<file path="src/rtl/core/wsd_pkg.sv">
// ----------------------------------------------------------------------------
// WebSocket deframer package
// Shared beat type, item kind codes, parser phase codes and header constants.
// ----------------------------------------------------------------------------
`default_nettype none

package wsd_pkg;

   localparam int QUEUE_DEPTH = 2;

   localparam logic [1:0] KIND_ABSORBED = 2'd0;
   localparam logic [1:0] KIND_HEADER   = 2'd1;
   localparam logic [1:0] KIND_PAYLOAD  = 2'd2;

   localparam logic [2:0] PH_FIRST   = 3'd0;
   localparam logic [2:0] PH_SECOND  = 3'd1;
   localparam logic [2:0] PH_EXTLEN  = 3'd2;
   localparam logic [2:0] PH_KEY     = 3'd3;
   localparam logic [2:0] PH_PAYLOAD = 3'd4;

   localparam logic [6:0] LEN16_CODE  = 7'd126;
   localparam logic [6:0] LEN64_CODE  = 7'd127;
   localparam logic [3:0] EXT16_BYTES = 4'd2;
   localparam logic [3:0] EXT64_BYTES = 4'd8;
   localparam logic [3:0] KEY_BYTES   = 4'd4;

   typedef struct packed {
      logic [1:0]  kind;
      logic        fin;
      logic [3:0]  opcode;
      logic        masked;
      logic [63:0] length;
      logic [7:0]  data;
      logic [7:0]  key;
      logic        frame_end;
   } beat_type;

endpackage

`default_nettype wire

</file>
<file path="src/rtl/core/wsd_front.sv">
// ----------------------------------------------------------------------------
// WebSocket deframer front end
// Parses the frame header byte by byte and classifies every input beat.
// ----------------------------------------------------------------------------
`default_nettype none

module wsd_front (
   input  wire logic             clock,
   input  wire logic             reset,
   input  wire logic             req_valid,
   output logic                  req_ready,
   input  wire logic [7:0]       req_data_byte,
   output logic                  push_valid,
   input  wire logic             push_ready,
   output wsd_pkg::beat_type     push_beat
);
   import wsd_pkg::*;

   logic [2:0]  phase_ff, phase_in;
   logic [3:0]  count_ff, count_in;
   logic        long_ff, long_in;
   logic        fin_ff, fin_in;
   logic [3:0]  opcode_ff, opcode_in;
   logic        masked_ff, masked_in;
   logic [63:0] length_ff, length_in;
   logic [31:0] key_ff, key_in;
   logic [63:0] remaining_ff, remaining_in;
   logic [1:0]  key_idx_ff, key_idx_in;
   logic        fire;
   logic        len_done;
   logic        hdr_done;
   logic [7:0]  key_byte;

   assign req_ready  = push_ready;
   assign push_valid = req_valid;
   assign fire       = req_valid && push_ready;

   always_comb begin
      case (key_idx_ff)
         2'd0:    key_byte = key_ff[31:24];
         2'd1:    key_byte = key_ff[23:16];
         2'd2:    key_byte = key_ff[15:8];
         default: key_byte = key_ff[7:0];
      endcase
   end

   always_comb begin
      phase_in     = phase_ff;
      count_in     = count_ff;
      long_in      = long_ff;
      fin_in       = fin_ff;
      opcode_in    = opcode_ff;
      masked_in    = masked_ff;
      length_in    = length_ff;
      key_in       = key_ff;
      remaining_in = remaining_ff;
      key_idx_in   = key_idx_ff;
      len_done     = 1'b0;
      hdr_done     = 1'b0;
      push_beat    = '0;
      push_beat.kind = KIND_ABSORBED;
      case (phase_ff)
         PH_SECOND: begin
            masked_in = req_data_byte[7];
            length_in = '0;
            key_in    = '0;
            count_in  = '0;
            if (req_data_byte[6:0] == LEN16_CODE) begin
               long_in  = 1'b0;
               phase_in = PH_EXTLEN;
            end else if (req_data_byte[6:0] == LEN64_CODE) begin
               long_in  = 1'b1;
               phase_in = PH_EXTLEN;
            end else begin
               length_in = {57'd0, req_data_byte[6:0]};
               len_done  = 1'b1;
            end
         end
         PH_EXTLEN: begin
            length_in = {length_ff[55:0], req_data_byte};
            count_in  = count_ff + 4'd1;
            if (count_in == (long_ff ? EXT64_BYTES : EXT16_BYTES)) begin
               len_done = 1'b1;
            end
         end
         PH_KEY: begin
            key_in   = {key_ff[23:0], req_data_byte};
            count_in = count_ff + 4'd1;
            if (count_in == KEY_BYTES) begin
               hdr_done = 1'b1;
            end
         end
         PH_PAYLOAD: begin
            key_idx_in          = key_idx_ff + 2'd1;
            remaining_in        = remaining_ff - 64'd1;
            push_beat.kind      = KIND_PAYLOAD;
            push_beat.fin       = fin_ff;
            push_beat.opcode    = opcode_ff;
            push_beat.masked    = masked_ff;
            push_beat.length    = length_ff;
            push_beat.data      = req_data_byte;
            push_beat.key       = masked_ff ? key_byte : 8'd0;
            push_beat.frame_end = (remaining_ff == 64'd1);
            if (remaining_ff == 64'd1) begin
               phase_in = PH_FIRST;
            end
         end
         default: begin
            fin_in    = req_data_byte[7];
            opcode_in = req_data_byte[3:0];
            masked_in = 1'b0;
            length_in = '0;
            key_in    = '0;
            count_in  = '0;
            phase_in  = PH_SECOND;
         end
      endcase
      if (len_done) begin
         count_in = '0;
         if (masked_in) begin
            phase_in = PH_KEY;
         end else begin
            hdr_done = 1'b1;
         end
      end
      if (hdr_done) begin
         remaining_in        = length_in;
         key_idx_in          = '0;
         count_in            = '0;
         phase_in            = (length_in == 64'd0) ? PH_FIRST : PH_PAYLOAD;
         push_beat.kind      = KIND_HEADER;
         push_beat.fin       = fin_in;
         push_beat.opcode    = opcode_in;
         push_beat.masked    = masked_in;
         push_beat.length    = length_in;
         push_beat.frame_end = (length_in == 64'd0);
      end
   end

   always_ff @(posedge clock) begin
      if (reset) begin
         phase_ff     <= PH_FIRST;
         count_ff     <= '0;
         long_ff      <= 1'b0;
         fin_ff       <= 1'b0;
         opcode_ff    <= '0;
         masked_ff    <= 1'b0;
         length_ff    <= '0;
         key_ff       <= '0;
         remaining_ff <= '0;
         key_idx_ff   <= '0;
      end else if (fire) begin
         phase_ff     <= phase_in;
         count_ff     <= count_in;
         long_ff      <= long_in;
         fin_ff       <= fin_in;
         opcode_ff    <= opcode_in;
         masked_ff    <= masked_in;
         length_ff    <= length_in;
         key_ff       <= key_in;
         remaining_ff <= remaining_in;
         key_idx_ff   <= key_idx_in;
      end
   end

endmodule

`default_nettype wire

</file>
<file path="src/rtl/core/wsd_queue.sv">
// ----------------------------------------------------------------------------
// WebSocket deframer beat queue
// Small first-in first-out buffer between the parser and the output stage.
// ----------------------------------------------------------------------------
`default_nettype none

module wsd_queue #(
   parameter int Depth = wsd_pkg::QUEUE_DEPTH
) (
   input  wire logic              clock,
   input  wire logic              reset,
   input  wire logic              push_valid,
   output logic                   push_ready,
   input  wire wsd_pkg::beat_type push_beat,
   output logic                   pop_valid,
   input  wire logic              pop_ready,
   output wsd_pkg::beat_type      pop_beat
);
   import wsd_pkg::*;

   localparam int PtrWidth   = (Depth > 1) ? $clog2(Depth) : 1;
   localparam int CountWidth = $clog2(Depth + 1);

   beat_type              mem_ff [Depth];
   logic [PtrWidth-1:0]   wr_ptr_ff, wr_ptr_in;
   logic [PtrWidth-1:0]   rd_ptr_ff, rd_ptr_in;
   logic [CountWidth-1:0] count_ff, count_in;
   logic                  push;
   logic                  pop;

   assign push_ready = (count_ff != CountWidth'(Depth));
   assign pop_valid  = (count_ff != '0);
   assign pop_beat   = mem_ff[rd_ptr_ff];
   assign push       = push_valid && push_ready;
   assign pop        = pop_valid && pop_ready;

   always_comb begin
      wr_ptr_in = wr_ptr_ff;
      rd_ptr_in = rd_ptr_ff;
      count_in  = count_ff;
      if (push) begin
         wr_ptr_in = (wr_ptr_ff == PtrWidth'(Depth - 1)) ? '0 : wr_ptr_ff + 1'b1;
      end
      if (pop) begin
         rd_ptr_in = (rd_ptr_ff == PtrWidth'(Depth - 1)) ? '0 : rd_ptr_ff + 1'b1;
      end
      if (push && !pop) begin
         count_in = count_ff + 1'b1;
      end else if (pop && !push) begin
         count_in = count_ff - 1'b1;
      end
   end

   always_ff @(posedge clock) begin
      if (reset) begin
         wr_ptr_ff <= '0;
         rd_ptr_ff <= '0;
         count_ff  <= '0;
      end else begin
         wr_ptr_ff <= wr_ptr_in;
         rd_ptr_ff <= rd_ptr_in;
         count_ff  <= count_in;
      end
   end

   always_ff @(posedge clock) begin
      if (push) begin
         mem_ff[wr_ptr_ff] <= push_beat;
      end
   end

endmodule

`default_nettype wire

</file>
<file path="src/rtl/core/wsd_back.sv">
// ----------------------------------------------------------------------------
// WebSocket deframer back end
// Unmasks payload bytes and holds each result beat in the output register.
// ----------------------------------------------------------------------------
`default_nettype none

module wsd_back (
   input  wire logic              clock,
   input  wire logic              reset,
   input  wire logic              pop_valid,
   output logic                   pop_ready,
   input  wire wsd_pkg::beat_type pop_beat,
   output logic                   rsp_valid,
   input  wire logic              rsp_ready,
   output logic [1:0]             rsp_item_kind,
   output logic                   rsp_fin_flag,
   output logic [3:0]             rsp_frame_opcode,
   output logic                   rsp_masked_flag,
   output logic [63:0]            rsp_frame_length,
   output logic [7:0]             rsp_payload_byte,
   output logic                   rsp_frame_end
);
   import wsd_pkg::*;

   logic        valid_ff;
   logic [1:0]  kind_ff;
   logic        fin_ff;
   logic [3:0]  opcode_ff;
   logic        masked_ff;
   logic [63:0] length_ff;
   logic [7:0]  byte_ff;
   logic        end_ff;
   logic        load;

   assign pop_ready = !valid_ff || rsp_ready;
   assign load      = pop_valid && pop_ready;

   always_ff @(posedge clock) begin
      if (reset) begin
         valid_ff <= 1'b0;
      end else if (pop_ready) begin
         valid_ff <= pop_valid;
      end
   end

   always_ff @(posedge clock) begin
      if (load) begin
         kind_ff   <= pop_beat.kind;
         fin_ff    <= pop_beat.fin;
         opcode_ff <= pop_beat.opcode;
         masked_ff <= pop_beat.masked;
         length_ff <= pop_beat.length;
         byte_ff   <= pop_beat.data ^ pop_beat.key;
         end_ff    <= pop_beat.frame_end;
      end
   end

   assign rsp_valid        = valid_ff;
   assign rsp_item_kind    = kind_ff;
   assign rsp_fin_flag     = fin_ff;
   assign rsp_frame_opcode = opcode_ff;
   assign rsp_masked_flag  = masked_ff;
   assign rsp_frame_length = length_ff;
   assign rsp_payload_byte = byte_ff;
   assign rsp_frame_end    = end_ff;

endmodule

`default_nettype wire

</file>
<file path="src/rtl/core/websocket_frame_deframer_unit.sv">
// ----------------------------------------------------------------------------
// WebSocket frame deframer
// Receive-side frame parser and unmasker, one byte beat per clock unless stalled.
// ----------------------------------------------------------------------------
// The block takes one stream byte per clock while the queue has room and
// returns exactly one result beat per byte, via the queue and output register.
// With the output side not stalled, the sustained rate is one byte per cycle,
// set by the parser state update in the front end, which is combinational.
// A small queue and the output register let the input keep flowing while a
// result waits to be taken; there is no start-up clearing pass.
`default_nettype none

module websocket_frame_deframer_unit #(
   parameter int QueueDepth = wsd_pkg::QUEUE_DEPTH
) (
   input  wire logic        clock,
   input  wire logic        reset,
   input  wire logic        req_valid,
   output logic             req_ready,
   input  wire logic [7:0]  req_data_byte,
   output logic             rsp_valid,
   input  wire logic        rsp_ready,
   output logic [1:0]       rsp_item_kind,
   output logic             rsp_fin_flag,
   output logic [3:0]       rsp_frame_opcode,
   output logic             rsp_masked_flag,
   output logic [63:0]      rsp_frame_length,
   output logic [7:0]       rsp_payload_byte,
   output logic             rsp_frame_end
);
   import wsd_pkg::*;

   logic     push_valid;
   logic     push_ready;
   beat_type push_beat;
   logic     pop_valid;
   logic     pop_ready;
   beat_type pop_beat;

   wsd_front u_front (
      .clock         (clock),
      .reset         (reset),
      .req_valid     (req_valid),
      .req_ready     (req_ready),
      .req_data_byte (req_data_byte),
      .push_valid    (push_valid),
      .push_ready    (push_ready),
      .push_beat     (push_beat)
   );

   wsd_queue #(
      .Depth (QueueDepth)
   ) u_queue (
      .clock      (clock),
      .reset      (reset),
      .push_valid (push_valid),
      .push_ready (push_ready),
      .push_beat  (push_beat),
      .pop_valid  (pop_valid),
      .pop_ready  (pop_ready),
      .pop_beat   (pop_beat)
   );

   wsd_back u_back (
      .clock            (clock),
      .reset            (reset),
      .pop_valid        (pop_valid),
      .pop_ready        (pop_ready),
      .pop_beat         (pop_beat),
      .rsp_valid        (rsp_valid),
      .rsp_ready        (rsp_ready),
      .rsp_item_kind    (rsp_item_kind),
      .rsp_fin_flag     (rsp_fin_flag),
      .rsp_frame_opcode (rsp_frame_opcode),
      .rsp_masked_flag  (rsp_masked_flag),
      .rsp_frame_length (rsp_frame_length),
      .rsp_payload_byte (rsp_payload_byte),
      .rsp_frame_end    (rsp_frame_end)
   );

endmodule

`default_nettype wire

</file>
<file path="config.mk">
export PLATFORM = sky130hd
export DESIGN_NAME = websocket_frame_deframer_unit
export DESIGN_NICKNAME = d
export VERILOG_FILES = /design/src/rtl/core/wsd_pkg.sv /design/src/rtl/core/wsd_front.sv /design/src/rtl/core/wsd_queue.sv /design/src/rtl/core/wsd_back.sv /design/src/rtl/core/websocket_frame_deframer_unit.sv
export SDC_FILE = /design/constraint.sdc
export NUM_CORES = 1
export LEC_CHECK = 0
export ABC_AREA = 1
export BUFFER_PORTS_ARGS = -buffer_cell sky130_fd_sc_hd__buf_2
export CAP_MARGIN = 0
export CORE_MARGIN = 8
export CORE_UTILIZATION = 30
export CTS_BUF_LIST = sky130_fd_sc_hd__clkbuf_2 sky130_fd_sc_hd__clkbuf_4 sky130_fd_sc_hd__clkbuf_8
export DETAILED_ROUTE_END_ITERATION = 16
export SLEW_MARGIN = 20
export SYNTH_ARGS = -nofsm -noshare
export SYNTH_HDL_FRONTEND = slang
export SYNTH_SLANG_ARGS = --single-unit
</file>
<file path="constraint.sdc">
create_clock -name clock -period 7.18 [get_ports clock]
set_input_delay 1.077 -clock clock [delete_from_list [all_inputs] [get_ports clock]]
set_output_delay 1.077 -clock clock [all_outputs]
set_load 0.1 [all_outputs]
</file>
Yosys cells after proc, flatten, opt, wreduce, memory -nomap -nowiden

Memory sizes are Yosys's and may differ from the RTL's. A register that Yosys moved wholly into a read port is not among the register bits.
Index checks and enable logic that the tools add are counted.

Bits of input ports: 12
Memories: 1
Register bits: 262
Output and inout bits: 83
Bits in writable memories: 178
Logic and storage cells: 113

Eq/ne operators: 13
Multiplexer cells: 46
Bitwise gates (word level): 2
Add/sub/neg operators: 7
Reductions and logical operators: 23

Memories:

| name           | words | bits a word | read ports | clocked after memory_dff | wr ports | RTL line        | source |
|---|---|---|---|---|---|---|---|
| u_queue.mem_ff | 2     | 89          | 1          | 1                        | 1        | wsd_queue.sv:24 | `beat_type mem_ff [Depth];` |

Operators with widths:

| cell                    | count |
|---|---|
| $mux W64                | 3 |
| $pmux W64 S3            | 1 |
| $mux W89                | 1 |
| $mux W72                | 1 |
| $eq A64 B1 Y1 const B   | 1 |
| $logic_not A64 Y1       | 1 |
| $pmux W32 S2            | 1 |
| $sub A64 B1 Y64 const B | 1 |
| $pmux W8 S3             | 1 |
| $mux W3                 | 7 |
| $mux W1                 | 17 |
| $mux W4                 | 4 |
| $eq A7 B7 Y1 const B    | 2 |
| $pmux W3 S3             | 1 |
| $mux W2                 | 4 |
| $mux W8                 | 1 |
| $pmux W4 S2             | 1 |
| $reduce_bool A2 Y1      | 4 |
| $xor A8 B8 Y8           | 1 |
| $mux W7                 | 1 |
| $eq A3 B2 Y1 const B    | 2 |
| $reduce_and A2 Y1       | 3 |
| $reduce_or A2 Y1        | 3 |
| $add A2 B1 Y2 const B   | 2 |
| other kinds (20)        | 27 |

Longest topological paths before layout

Depth after elaboration: 8
Gate-level depth with buffers: 15
Depth with buffers taken out: 14

Modules after synthesis

A second synthesis with hierarchy kept.

Cell total of the unflattened synthesis: 2388
Area, all modules: 20662.3 µm²

By module, submodules not included:

| module    | area an instance (µm²) | times used | cells each |
|---|---|---|---|
| wsd_front | 11419.7                | 1          | 1979 |
| wsd_queue | 6692.7                 | 1          | 314 |
| wsd_back  | 2549.9                 | 1          | 95 |

Least setup slack after synthesis

No wires, ideal clock.

Path type: input -> register
Start point: in rsp_ready
End point: reg u_queue.count_ff[1]
Slack: 0.812 ns
Stages: 8
Required time: 7.058 ns
Arrival time: 6.246 ns
Path through: nor2_1 a21oi_1 inv_1 ha_1 a21oi_1 o21ai_0 o21ai_0 a21oi_1

Cells in the longest elaborated chain, start to end: 5
Elaborated cells on any way between the ends: 7
Those cells by class: mux (1); reduce/logical (6)

RTL lines:

| item                                          | RTL line                            | source |
|---|---|---|
| start, declared                               | websocket_frame_deframer_unit.sv:22 | `input wire logic rsp_ready,` |
| $logic_or A1 B1 Y1 *                          | wsd_back.sv:35                      | `assign pop_ready = !valid_ff \|\| rsp_ready;` |
| $logic_and A1 B1 Y1 *                         | n/a                                 |  |
| net u_back.load                               | wsd_back.sv:33                      | `logic load;` |
| $logic_not A1 Y1                              | wsd_queue.sv:47                     | `if (push && !pop) begin` |
| $logic_and A1 B1 Y1                           | wsd_queue.sv:47                     |  |
| $mux W2 or $reduce_bool A2 Y1 (tied branches) | n/a                                 |  |
| end signal, assigned                          | wsd_queue.sv:62                     | `count_ff <= count_in;` |
| end, declared                                 | wsd_queue.sv:27                     | `logic [CountWidth-1:0] count_ff, count_in;` |

Mark *: on every way through the listed nets, which the timed path passes. The rest lies on a longest branch.
A chain may end at the register's enable or synchronous reset.

==> impl_metrics.yaml <==
status:
  status: "complete, no violations"
pwr:
  power_frac_seq_pct: 34.4
  combPwrFrac_pct: 43.9
  vdd_drop_max_uv: 365
  powerDensity_nw_per_um2: 467
  power.internal_w: 0.00579
  switching_share_pct: 47.0
  switching_power_w: 0.00513
  p_clk_share_pct: 21.6
  p_leak_nw: 10.1
sta:
  worst_slack_ns: 3.35
  finalSetupTns_ns: 0
  drv_slew: 0
  setup_viol: 0
  hold_viol: 0
  maxSlewHeadroom_pct: 25.6
  min_period_ns: 3.83
  worst_slew_pin_slew_ns: 1.11
  skew_ns: 0.0331
  fmax_mhz: 261
  period_share_pct: 53.4
  rsz0062_at_grt: "no"
synthesis:
  yosysWarningCount: 0
  yosys-top-cells-area: "edfxtp_1 38%, dfxtp_1 18%, nand2_1 11%, nor2_1 6.1%, o21ai_0 4.9%"
  synth_area_leader_cell: "edfxtp_1"
  synth_cell_types: 34
  synth_top_family_by_area: "simple AND/OR/NAND/NOR gates"
  ys_ff_latch: 441
  synth_compound_gate_area_share_pct: 8.73
  synth_fp_nets: 2414
  async_reset_ff_share_pct: 0
  synth-simple-area-share_pct: 20.7
  synth_mux_area_share_pct: 4.00
  synth-xor-area-share_pct: 3.07
  seq_area_frac_synth_pct: 55.6
  synth_cells: 2393
  synth_area_um2: 20500
  synthFlopType: "edfxtp_1"
  synth-edff-count: 259
  synth_top_area_share_pct: 37.9
  synth_area_per_cell_um2: 8.58
  synth_fa_ha_area_share_pct: 0.549
hold_path:
  hold_path.class: "reg -> reg"
finish:
  final_cell_mix: "607 x nand2_1, 328 x nor2_1, 259 x edfxtp_1"
  syn_to_final_growth_pct: 13.9
  final_layout_size_suffix_gt1_share_pct: 13.3
  layout_commonest_cell: "nand2_1"
  design_area_um2: 23400
  final_net_count: 2493
global_route:
  grt-ovfl-total: 0
  grt_max_degree: 103
  grt_use_total_pct: 13.5
  grt_pass1_wl_um: 84300
  antenna_found_initial: 2
  grt_pass1_vias: 15223
clock_tree:
  htreeDepth: 3
  cts_buffers: 77
  cts_tree: "yes"
  ctsLongestPathBuffers: 3
  cts-root-buf: "clkbuf_8"
  clk_pin_slew_ns: 0.06
  post_cts_resized: 0
  cts.sinks: 441
  clock_latency_ns: 0.66
  cts_setup_buffers: 0
  holdBufCountCts: 0
placed_design:
  place_hpwl_um: 35600
  dpl-instance-area_um2: 21800
  place_worst_setup_slack_ns: 3.36
  gp_congestion: 0.869
  numPortBuffers: 94
route:
  wl_met2_um: 24600
  remaining_drc_errors: 0
  num_vias: 15790
  routed-wl-met3_um: 2730
  first_iter_violations: 1179
  ant_nets: 0
  drt_pass1_iterations: 5
  wl_met1_um: 24900
  drt_wl_total_um: 53300
  routed_via_density: 4.62
  top_layer: "met4"
  avgRoutedWirePerCell_um: 15.6
floorplan:
  dieWidth_um: 278
  die_h_um: 278
  io_pins: 95
  core-area_um2: 68200
  initial_core_util_pct: 30.1
  num_rows: 96
  die-area_um2: 77100
run:
  maxCapViolCount: 0
critical_path:
  critPathKind: "reg -> reg"
  cp_max_fo: 83
  crit_arrival_ns: 4.25
  cp-end-kind: "flop"
  start_kind: "flop"
  required_ns: 7.60
## flip-flops by register name, summed over array words and instances, names as in the netlist, 2 cells and up, named ones only
register                 flops
u_back.rsp_frame_opcode      4
u_front.key_idx_ff           2
u_front.length_ff           64
u_front.key_ff              32
u_queue.count_ff             2
u_front.opcode_ff            4
u_back.rsp_item_kind         2
u_front.count_ff             4
u_queue.mem_ff             178
u_front.remaining_ff        64
u_front.phase_ff             3
u_back.rsp_payload_byte      8
u_back.rsp_frame_length     64
## layout make-up
cell class / instances / area [um2]
Fill cell: 7110 / 44900
Sequential cell: 441 / 11400
Multi-Input combinational cell: 1579 / 7660
Clock buffer: 110 / 1360
Tap cell: 882 / 1100
Inverter: 262 / 983
Timing Repair Buffer: 111 / 601
Clock inverter: 34 / 230
Antenna cell: 2 / 5.00
## critical path: stages (launching register included)
cell	delay, ns
dfxtp_1	0.53
inv_2	0.09
nand3_2	0.08
buf_4	0.71
nand2_1	0.18
a22oi_1	0.32
nand2_2	0.15
nand2_4	0.36
buf_4	0.65
nand2_1	0.26
o21ai_0	0.24
## synthesized netlist by cell type (3+ instances only)
master	instances
a21oi_1	139
a31oi_1	8
buf_1	16
buf_2	25
buf_6	9
clkbuf_1	59
dfxtp_1	182
edfxtp_1	259
ha_1	9
inv_1	258
inv_2	3
mux2_2	73
nand2_1	609
nand3_1	94
nand4_1	13
nor2_1	331
nor3_1	13
nor3_2	3
o21ai_0	201
xnor2_1	8
xor2_1	64
## logic make-up after synthesis
| group | Yosys count |
|---|---|
| buf+inv | 373 |
| flops | 441 |
| simple gates | 1071 |
| xor+xnor | 72 |
| fa+ha+maj | 9 |
| compound gates | 354 |
| mux | 73 |
## path summary, 6_finish.rpt
kind	startpoint	endpoint	slack (ns)	depth (start not counted)
max	u_front.phase_ff[0]	u_queue.mem_ff[0][69]	3.35	10
min	u_queue.rd_ptr_ff	flop	0.45	1
max reg2reg	u_front.phase_ff[0]	u_queue.mem_ff[0][69]	3.35	10
min reg2reg	u_queue.rd_ptr_ff	flop	0.45	1
## routing by layer
| layer | track usage, % | vias up |
|---|---|---|
| met5 | 0 | - |
| met4 | 4.55 | 0 |
| met3 | 2.56 | 71 |
| met2 | 21.7 | 371 |
| met1 | 18.1 | 7395 |
| li1 | - | 7953 |
## stage by stage
stage          utilization [%]  total power (W)  hold WS [ns]  cells
2_1_floorplan                -          0.00765         0.426   2393
3_3_place_gp              31.9          0.00863         0.437   3275
3_5_place_dp              31.9          0.00863         0.439   3275
4_1_cts                   34.3           0.0111         0.447   3419
5_1_grt                   34.3           0.0116         0.474   3420
6_report                  34.3           0.0109         0.448   3421
## power by group through the flow
| stage | combinational, W | clock, W | sequential (W) |
|---|---|---|---|
| floorplan | 0.00219 | 0 | 0.00546 |
| global placement | 0.00480 | 0 | 0.00383 |
| detailed placement | 0.00481 | 0 | 0.00383 |
| CTS | 0.00483 | 0.00244 | 0.00378 |
| global route | 0.00521 | 0.00255 | 0.00384 |
| finish | 0.00480 | 0.00236 | 0.00376 |
(Power assumes the default switching activity.)
